[src/hdl/bmms_pkg.sv]
// ----------------------------------------------------------------------------
// bmms_pkg
// Shared types, constants and arithmetic helpers of the motor model step.
// ----------------------------------------------------------------------------
package bmms_pkg;

  // motor pole count
  localparam int unsigned POLES = 8;

  // register indexes of the configuration port
  localparam logic [2:0] REG_SUPPLY   = 3'd0;
  localparam logic [2:0] REG_EMF      = 3'd1;
  localparam logic [2:0] REG_RES      = 3'd2;
  localparam logic [2:0] REG_INV_L    = 3'd3;
  localparam logic [2:0] REG_INV_J    = 3'd4;
  localparam logic [2:0] REG_FR_STAT  = 3'd5;
  localparam logic [2:0] REG_FR_DYN   = 3'd6;
  localparam logic [2:0] REG_TSTEP    = 3'd7;

  // phase drive modes
  localparam logic [1:0] MODE_OFF  = 2'd0;
  localparam logic [1:0] MODE_LOW  = 2'd1;
  localparam logic [1:0] MODE_HIGH = 2'd2;
  localparam logic [1:0] MODE_PWM  = 2'd3;

  // angle and scaling constants
  localparam logic [15:0] TWO_THIRDS_TURN  = 16'd43691;
  localparam logic signed [31:0] STANDSTILL_SPEED = 32'sd66;
  localparam logic signed [35:0] INV_TWO_PI_Q24 = 36'sd2670177;
  localparam logic signed [35:0] RECIP_THREE    = 36'sd1431655765;

  // schedule of the shared multiplier, one operation a step
  localparam logic [4:0] STEP_LAST   = 5'd28;
  localparam logic [4:0] STEP_COMMIT = 5'd29;

  // controller states
  typedef enum logic [1:0] {
    ST_IDLE,
    ST_RUN,
    ST_COMMIT
  } bmms_state_t;

  // commands from controller to datapath
  typedef struct packed {
    logic       load;
    logic       run;
    logic [4:0] step;
    logic       commit;
  } bmms_cmd_t;

  // saturate a wide signed value to 32 bits
  function automatic logic signed [31:0] sat32(input logic signed [71:0] x);
    logic signed [31:0] r;
    if (x > 72'sd2147483647) r = 32'sh7FFFFFFF;
    else if (x < -72'sd2147483648) r = 32'sh80000000;
    else r = x[31:0];
    return r;
  endfunction

  // trapezoidal back emf shape, negated
  function automatic logic signed [17:0] emf_shape(input logic [15:0] a);
    logic [19:0] t;
    logic signed [17:0] f;
    t = 20'(a) * 20'd12;
    if (t < 20'd65536) f = $signed({2'b00, t[15:0]});
    else if (t < 20'd327680) f = 18'sd65536;
    else if (t < 20'd458752) f = ($signed({2'b00, 16'h8000}) - $signed({2'b00, a})) * 18'sd12;
    else if (t < 20'd720896) f = -18'sd65536;
    else f = ($signed({2'b00, a}) - 18'sd65536) * 18'sd12;
    return -f;
  endfunction

  // hall sensor bits of a sector index
  function automatic logic [2:0] hall_bits(input logic [2:0] idx);
    logic [2:0] h;
    case (idx)
      3'd0:    h = 3'b001;
      3'd1:    h = 3'b011;
      3'd2:    h = 3'b010;
      3'd3:    h = 3'b110;
      3'd4:    h = 3'b100;
      3'd5:    h = 3'b101;
      default: h = 3'b000;
    endcase
    return h;
  endfunction

endpackage

[src/hdl/bmms_ctrl.sv]
// ----------------------------------------------------------------------------
// bmms_ctrl
// Sequencer of the motor model step: accepts a word, walks the multiplier
// schedule and hands the result to the output register.
// ----------------------------------------------------------------------------
module bmms_ctrl (
  input  logic                clk,
  input  logic                rst_n,
  input  logic                in_tvalid,
  output logic                in_tready,
  output logic                out_tvalid,
  input  logic                out_tready,
  output bmms_pkg::bmms_cmd_t cmd
);
  import bmms_pkg::*;

  bmms_state_t state_r, state_nxt;
  logic [4:0]  step_r, step_nxt;
  logic        out_valid_r, out_valid_nxt;
  logic        slot_free;

  assign slot_free = !out_valid_r || out_tready;

  // next state
  always_comb begin
    state_nxt = state_r;
    step_nxt  = step_r;
    case (state_r)
      ST_IDLE: begin
        step_nxt = '0;
        if (in_tvalid) state_nxt = ST_RUN;
      end
      ST_RUN: begin
        if (step_r == STEP_LAST) begin
          state_nxt = ST_COMMIT;
          step_nxt  = STEP_COMMIT;
        end else begin
          step_nxt = step_r + 5'd1;
        end
      end
      ST_COMMIT: begin
        if (slot_free) state_nxt = ST_IDLE;
      end
      default: state_nxt = ST_IDLE;
    endcase
  end

  // outputs
  always_comb begin
    in_tready     = (state_r == ST_IDLE);
    cmd.load      = in_tvalid && (state_r == ST_IDLE);
    cmd.run       = (state_r == ST_RUN);
    cmd.step      = step_r;
    cmd.commit    = (state_r == ST_COMMIT) && slot_free;
    out_valid_nxt = out_valid_r;
    if (out_tready) out_valid_nxt = 1'b0;
    if (cmd.commit) out_valid_nxt = 1'b1;
    out_tvalid    = out_valid_r;
  end

  // state registers
  always_ff @(posedge clk) begin
    if (!rst_n) begin
      state_r     <= ST_IDLE;
      step_r      <= '0;
      out_valid_r <= 1'b0;
    end else begin
      state_r     <= state_nxt;
      step_r      <= step_nxt;
      out_valid_r <= out_valid_nxt;
    end
  end

endmodule

[config.mk]
export PLATFORM = sky130hd
export DESIGN_NAME = bmms_ctrl
export DESIGN_NICKNAME = d
export VERILOG_FILES = /design/src/hdl/bmms_pkg.sv /design/src/hdl/bmms_ctrl.sv
export SDC_FILE = /design/constraint.sdc
export NUM_CORES = 1
export LEC_CHECK = 0
export BUFFER_PORTS_ARGS = -buffer_cell sky130_fd_sc_hd__buf_2
export CELL_PAD_IN_SITES_DETAIL_PLACEMENT = 1
export CELL_PAD_IN_SITES_GLOBAL_PLACEMENT = 2
export CORE_ASPECT_RATIO = 0.75
export CORE_MARGIN = 2
export CORE_UTILIZATION = 24
export DETAILED_ROUTE_END_ITERATION = 6
export PLACE_DENSITY_LB_ADDON = 0.1
export REMOVE_ABC_BUFFERS = 1
export SKIP_LAST_GASP = 1
export SLEW_MARGIN = 20
export SYNTH_ARGS = -nofsm -noshare
export SYNTH_HDL_FRONTEND = slang
export SYNTH_SLANG_ARGS = --single-unit
[constraint.sdc]
create_clock -name clk -period 1.2 [get_ports clk]
set_input_delay 0.18 -clock clk [delete_from_list [all_inputs] [get_ports clk]]
set_output_delay 0.18 -clock clk [all_outputs]
set_load 0.05 [all_outputs]
==> run_results.csv, run 1 <==
group,metric,value,unit
status,outcome,"finished, violations left",
power,total_leakage_power,0.0003418,µW
global_routing,antenna_found_initial,0,
clocking,htree_levels,1,
synthesis,ys_types,26,
setup_path,r2r-start,"state_r[1]$_SDFFE_PN0P_",
setup_path,critPathKind,"flop to output pin",
clocking,postCtsHoldBufs,0,
sta,fin_ws,-0.01201,ns
power,power.density,830.1,mW/mm²
sta,grt_setup_unrepaired,"true",
synthesis,synth_xor_area_share,0,%
global_routing,met2_usage,23.13,%
synthesis,synth.top_cell.area_share,37.98,%
min_path,hold_class,"input port to flop",
sta,slew_headroom,83.52,%
clocking,numCtsBuffers,3,
sta,period_needed,1.212,ns
sta,slew_violations,0,
setup_path,r2r_slack,0.05,ns
detailed_routing,routed_wl,1192,µm
setup_path,crit_path_top_delay_cell,"dfxtp_4",
sta,timing.fmax,825.1,MHz
sta,fin_crit_sh,101.0,%
place,hpwl,843.6,µm
setup_path,cp.arrival,1.03,ns
job,maxCapViolCount,0,
detailed_routing,drc,0,
global_routing,grt_pass1_vias,424,
synthesis,synth_mux_area_share,2.374,%
floorplan,dieArea,0.002112,mm²
synthesis,ys_ff_latch,8,
clocking,clk_pin_slew,0.06,ns
clocking,cts_tree,"done",
detailed_routing,route.vias.total,409,
min_path,whs_endpoint,"state_r[1]$_SDFFE_PN0P_",
place,portBuffers,13,
global_routing,grt_max_degree,6,
cells_and_area,area.growth.synth_to_final,71.51,%
global_routing,met1_usage,11.92,%
synthesis,ys.warnings.count,0,
synthesis,synth-compound-area-share,18.99,%
sta,hold_viol_final,0,
floorplan,core_area,0.001692,mm²
synthesis,syn_area,421.7,µm²
clocking,cts_root_buf,"clkbuf_4",
cells_and_area,nFillCells,203,
sta,setup_viol,2,
cells_and_area,antennaDiodeCount,0,
place,pre_cts_slack,0.02932,ns
global_routing,overflow,0,
cells_and_area,multi_input_area,290.3,µm²
setup_path,required,1.02,ns
cells_and_area,seq_area,170.2,µm²
cells_and_area,nNetsFinal,77,
floorplan,die_w,52.40,µm
floorplan,rows,13,
floorplan,start_util,24.93,%
synthesis,synthAdderAreaFrac,5.935,%
synthesis,synth_area_leaders,"dfxtp_1, ha_1, nor2b_1",
detailed_routing,final_antenna_net_count,0,
sta,finClkSkew,0.009700,ns
global_routing,grt_busiest_layer,"met2",
setup_path,r2r_end,"step_r[3]$_SDFFE_PN0P_",
synthesis,synth.avg_cell_area,10.04,µm²
synthesis,synth_largest_area_cell,"dfxtp_1",
setup_path,end_kind,"output pin",
place,gp_congestion,0.7302,
power,vdd_drop_max,0.6087,mV
cells_and_area,drive_gt1_share,68.12,%
clocking,cts_buffer_depth,2,
synthesis,synthSimpleGateAreaFrac,27.60,%
cells_and_area,fin_util,42.75,%
floorplan,chipHeight,40.30,µm
synthesis,synth_top_family_by_area,"simple AND/OR/NAND/NOR gates",
min_path,hp-start,"rst_n",
setup_path,critPathMaxStageDelay,0.36,ns
setup_path,crit_fanout,5,
clocking,clock_latency,0.26,ns
detailed_routing,vias_per_cell,4.495,
sta,hold_ws,0.1825,ns
clocking,clock_sinks,8,
place,dp.cells,83,
global_routing,grt.met3_usage,8.209,%
status,violations,"negative setup slack",
min_path,hold_depth,2,
detailed_routing,avgRoutedWirePerCell,13.10,µm
sta,tns,-0.01304,ns
synthesis,synthCells,42,
global_routing,grt_pass1_wl,1787,µm
synthesis,seq_area_frac_synth,37.98,%
setup_path,r2r_cells,5,
cells_and_area,final-instance-count-excl-fill,91,
setup_path,crit_chain,"nand2b_4 > nor2b_4 > buf_8",
detailed_routing,drt_iter0_markers,1,
detailed_routing,dr.pass1.iters,2,
setup_path,critPathLaunchType,"flop",
sta,worst_pin_slew,0.2489,ns
floorplan,io_pins,14,
global_routing,grt_usage,12.65,%
critical path: cells and delay by family (launching register included):
family / cells / cell delay (ns)
simple gates: 2 / 0.27
buf+inv: 1 / 0.15
flops: 1 / 0.36
report_power, final:
group	switching, µW	internal (µW)
Clock	102	115
Combinational	61.8	48.4
Sequential	4.74	268
stage by stage:
step | total power (µW) | instance area, µm²
finish | 600.3 | 723.2
detailed placement | 368.1 | 555.5
CTS | 605.0 | 648.1
global route | 639.9 | 723.2
floorplan | 340.8 | 402.9
global placement | 366.6 | 555.5
worst max path at each step:
stage / from / slack (ns) / cells past startpoint / end
finish: state_r[0]$_SDFFE_PN0P_ / -0.01 / 3 / cmd[0]
detailed placement: step_r[0]$_SDFFE_PN0P_ / 0.03 / 5 / step_r[0]$_SDFFE_PN0P_
floorplan: state_r[1]$_SDFFE_PN0P_ / -0.63 / 2 / cmd[7]
CTS: state_r[0]$_SDFFE_PN0P_ / -0.03 / 3 / cmd[0]
global route: state_r[1]$_SDFFE_PN0P_ / -0.06 / 3 / cmd[7]
global placement: step_r[0]$_SDFFE_PN0P_ / 0.03 / 5 / state_r[1]$_SDFFE_PN0P_
cell usage after synthesis:
library cell / number
nor3_1: 1
mux2i_1: 1
a211oi_1: 1
nor3b_1: 2
buf_4: 1
nand4b_1: 1
a21boi_1: 1
a32oi_1: 1
ha_1: 2
inv_1: 2
o21ai_2: 1
nor3b_2: 1
a211oi_2: 1
and4b_1: 1
inv_2: 1
o21bai_1: 2
nand2b_1: 2
and2_1: 1
nor2b_1: 3
o21a_1: 1
dfxtp_1: 8
and2b_1: 1
nand4_2: 1
nor2_1: 2
a31oi_1: 2
buf_6: 1
sequential cells by signal (all words and copies together) (netlist names):
register,cells
state_r,2
step_r,5
out_tvalid,1
cell usage in the layout (no fill, tap or decap), types with 3 or more instances in the layout:
| master | instances |
|---|---|
| buf_2 | 8 |
| buf_4 | 12 |
| dfxtp_1 | 4 |
| buf_6 | 3 |
| clkbuf_4 | 4 |
repair_timing:
item,in CTS,in global routing
endpoints found under the setup margin,5,10
pin swaps,1,2
cloned,0,0
endpoints found under the hold margin,0,0
setup buffers,3,2
resized for setup,16,14
cell families after synthesis:
kind of cell    after synthesis
buf+inv                       5
compound gates               10
mux                           1
fa+ha+maj                     2
simple gates                 16
flops                         8
cell type report:
type                            instances  share of cell area, %
Tap cell                               22                  3.806
Clock buffer                            3                  3.114
Inverter                                3                  1.557
Timing Repair Buffer                   26                  27.85
Sequential cell                         8                  23.53
Multi-Input combinational cell         29                  40.14
metal layers:
metal  part of all wire, %  routed length [µm]
met3                   6.0                  71
met4                     0                   0
met2                    52                 615
met5                     0                   0
met1                    42                 504
Note: power is estimated with default switching activity, not from simulation.
==> run 2: changes to the inputs <==
- CORE_ASPECT_RATIO: 0.75 -> not set
- CORE_UTILIZATION: 24 -> 27
- SETUP_SLACK_MARGIN: not set -> 0.4
- clock period: 1.2 -> 1.3 ns (I/O delays scaled with it)
==> run_results.csv, run 2 (synthesis results as in run 1) <==
group,metric,value,unit
clocking,clock_latency,0.25,ns
setup_path,crit_fanout,5,
clocking,cts_root_buf,"clkbuf_4",
power,total_leakage_power,0.0003575,µW
floorplan,dieArea,0.001894,mm²
global_routing,overflow,0,
place,hpwl,774.7,µm
power,switching_share,27.62,%
cells_and_area,nNetsFinal,81,
power,combPwrFrac,22.3,%
sta,fin_ws,0.06440,ns
cells_and_area,area.growth.synth_to_final,102.1,%
sta,tns,0,ns
status,outcome,"completed",
floorplan,rows,14,
sta,finClkSkew,0.003021,ns
global_routing,antenna_found_initial,0,
setup_path,critPathKind,"flop to output pin",
floorplan,core_area,0.001489,mm²
place,placed_cell_area,503.0,µm²
place,gp_congestion,0.7069,
detailed_routing,routed_wl,1336,µm
setup_path,end_kind,"output pin",
sta,worst_pin_slew,0.1652,ns
place,pre_cts_slack,-0.03236,ns
floorplan,die_w,43.52,µm
power,vdd_drop_max,0.4295,mV
job,maxCapViolCount,0,
cells_and_area,drive_gt1_share,76.71,%
sta,period_needed,1.236,ns
power,power.internal,410.2,µW
sta,grt_setup_unrepaired,"true",
sta,slew_headroom,88.92,%
clocking,htree_levels,1,
cells_and_area,fin_util,57.23,%
cells_and_area,largest_register_ffs,5,
clocking,clk_pin_slew,0.05,ns
sta,timing.fmax,809.3,MHz
cells_and_area,stdcell_area,852.1,µm²
detailed_routing,route.vias.total,433,
min_path,hold_class,"input port to flop",
detailed_routing,drt_iter0_markers,1,
cells_and_area,nFillCells,151,
clocking,postCtsHoldBufs,0,
detailed_routing,dr.pass1.iters,2,
power,power.density,665.2,mW/mm²
clocking,clock_sinks,8,
setup_path,cp.arrival,1.04,ns
global_routing,grt_pass1_wl,2111,µm
clocking,cts_buffer_depth,2,
detailed_routing,final_antenna_net_count,0,
setup_path,required,1.11,ns
detailed_routing,drc,0,
setup_path,r2r_cells,4,
sta,hold_viol_final,0,
place,portBuffers,13,
power,switchingPower,156.6,µW
cells_and_area,final_cell_mix,"buf_4, buf_6, buf_8, dfxtp_4",
detailed_routing,avgRoutedWirePerCell,15.01,µm
power,pwr-share-seq,43.9,%
sta,fin_crit_sh,95.05,%
setup_path,critPathLaunchType,"flop",
cells_and_area,largest_register,"step_r",
floorplan,start_util,28.32,%
cells_and_area,layout_commonest_cell,"buf_4",
detailed_routing,vias_per_cell,4.865,
cells_and_area,antennaDiodeCount,0,
min_path,hold_depth,2,
clocking,numCtsBuffers,3,
global_routing,grt_pass1_vias,471,
sta,setup_viol,0,
clocking,cts_tree,"done",
floorplan,io_pins,14,
global_routing,grt_max_degree,9,
power,clkPwrFrac,33.8,%
sta,slew_violations,0,
sta,hold_ws,0.2155,ns
global_routing,grt_usage,15.41,%
floorplan,chipHeight,43.52,µm
==> run 2: cell types whose count changed in the layout (fill, tap and decap cells not counted), moves of 2 or more <==
| cell | change |
|---|---|
| buf_2 | -5 |
| buf_6 | +4 |
| buf_8 | +3 |
| buf_4 | +2 |
| dfxtp_4 | +3 |
| dfxtp_1 | -4 |
==> run 2: repair_timing <==
action                                 CTS  global route
setup endpoints to repair               17            17
endpoints found under the hold margin    0             0
pin swaps                                8             3
cloned                                   0             0
resized for setup                       53             8
buffers inserted                         8             7
==> run 2: power by group through the flow <==
stage | sequential, µW | clock, µW | combinational, µW
CTS | 247 | 204 | 110
global placement | 261 | 0 | 72.9
finish | 249 | 191 | 126
detailed placement | 261 | 0 | 73.9
global route | 250 | 219 | 133
floorplan | 269 | 0 | 45.9
==> run 2: metrics by stage <==
stage	instances	total power, µW
2_1_floorplan	40	314.5
3_3_place_gp	71	333.5
3_5_place_dp	71	335.1
4_1_cts	82	561.8
5_1_grt	89	601.9
6_report	89	566.8
==> run 2: final timing paths <==
kind / to / startpoint / slack [ns]
max: cmd[6] / state_r[1]$_SDFFE_PN0P_ / 0.06
min: state_r[1]$_SDFFE_PN0P_ / rst_n / 0.22
max reg2reg: step_r[1]$_SDFFE_PN0P_ / state_r[1]$_SDFFE_PN0P_ / 0.16
min reg2reg: state_r[0]$_SDFFE_PN0P_ / state_r[1]$_SDFFE_PN0P_ / 0.51
==> run 2: final cells by class <==
| cell class | instances | area (µm²) | area share, % |
|---|---|---|---|
| sequential | 8 | 182.7 | 21.44 |
| timing repair buffer | 30 | 294.0 | 34.51 |
| clock buffer | 3 | 22.52 | 2.643 |
| tap | 16 | 20.02 | 2.349 |
| multi-input combinational | 29 | 321.6 | 37.74 |
| inverter | 3 | 11.26 | 1.322 |
==> run 2: per-layer routing <==
metal  part of all wire [%]  track usage [%]  wire [µm]
met3                    4.5            8.333         60
met5                      0                0          0
met2                     52            25.37        700
met4                   0.30            3.636          4
met1                     43            17.56        571
==> run 2: critical path, cell delays in order (launching register included) <==
cell	delay, ns
dfxtp_4	0.38
and2b_1	0.24
buf_6	0.17
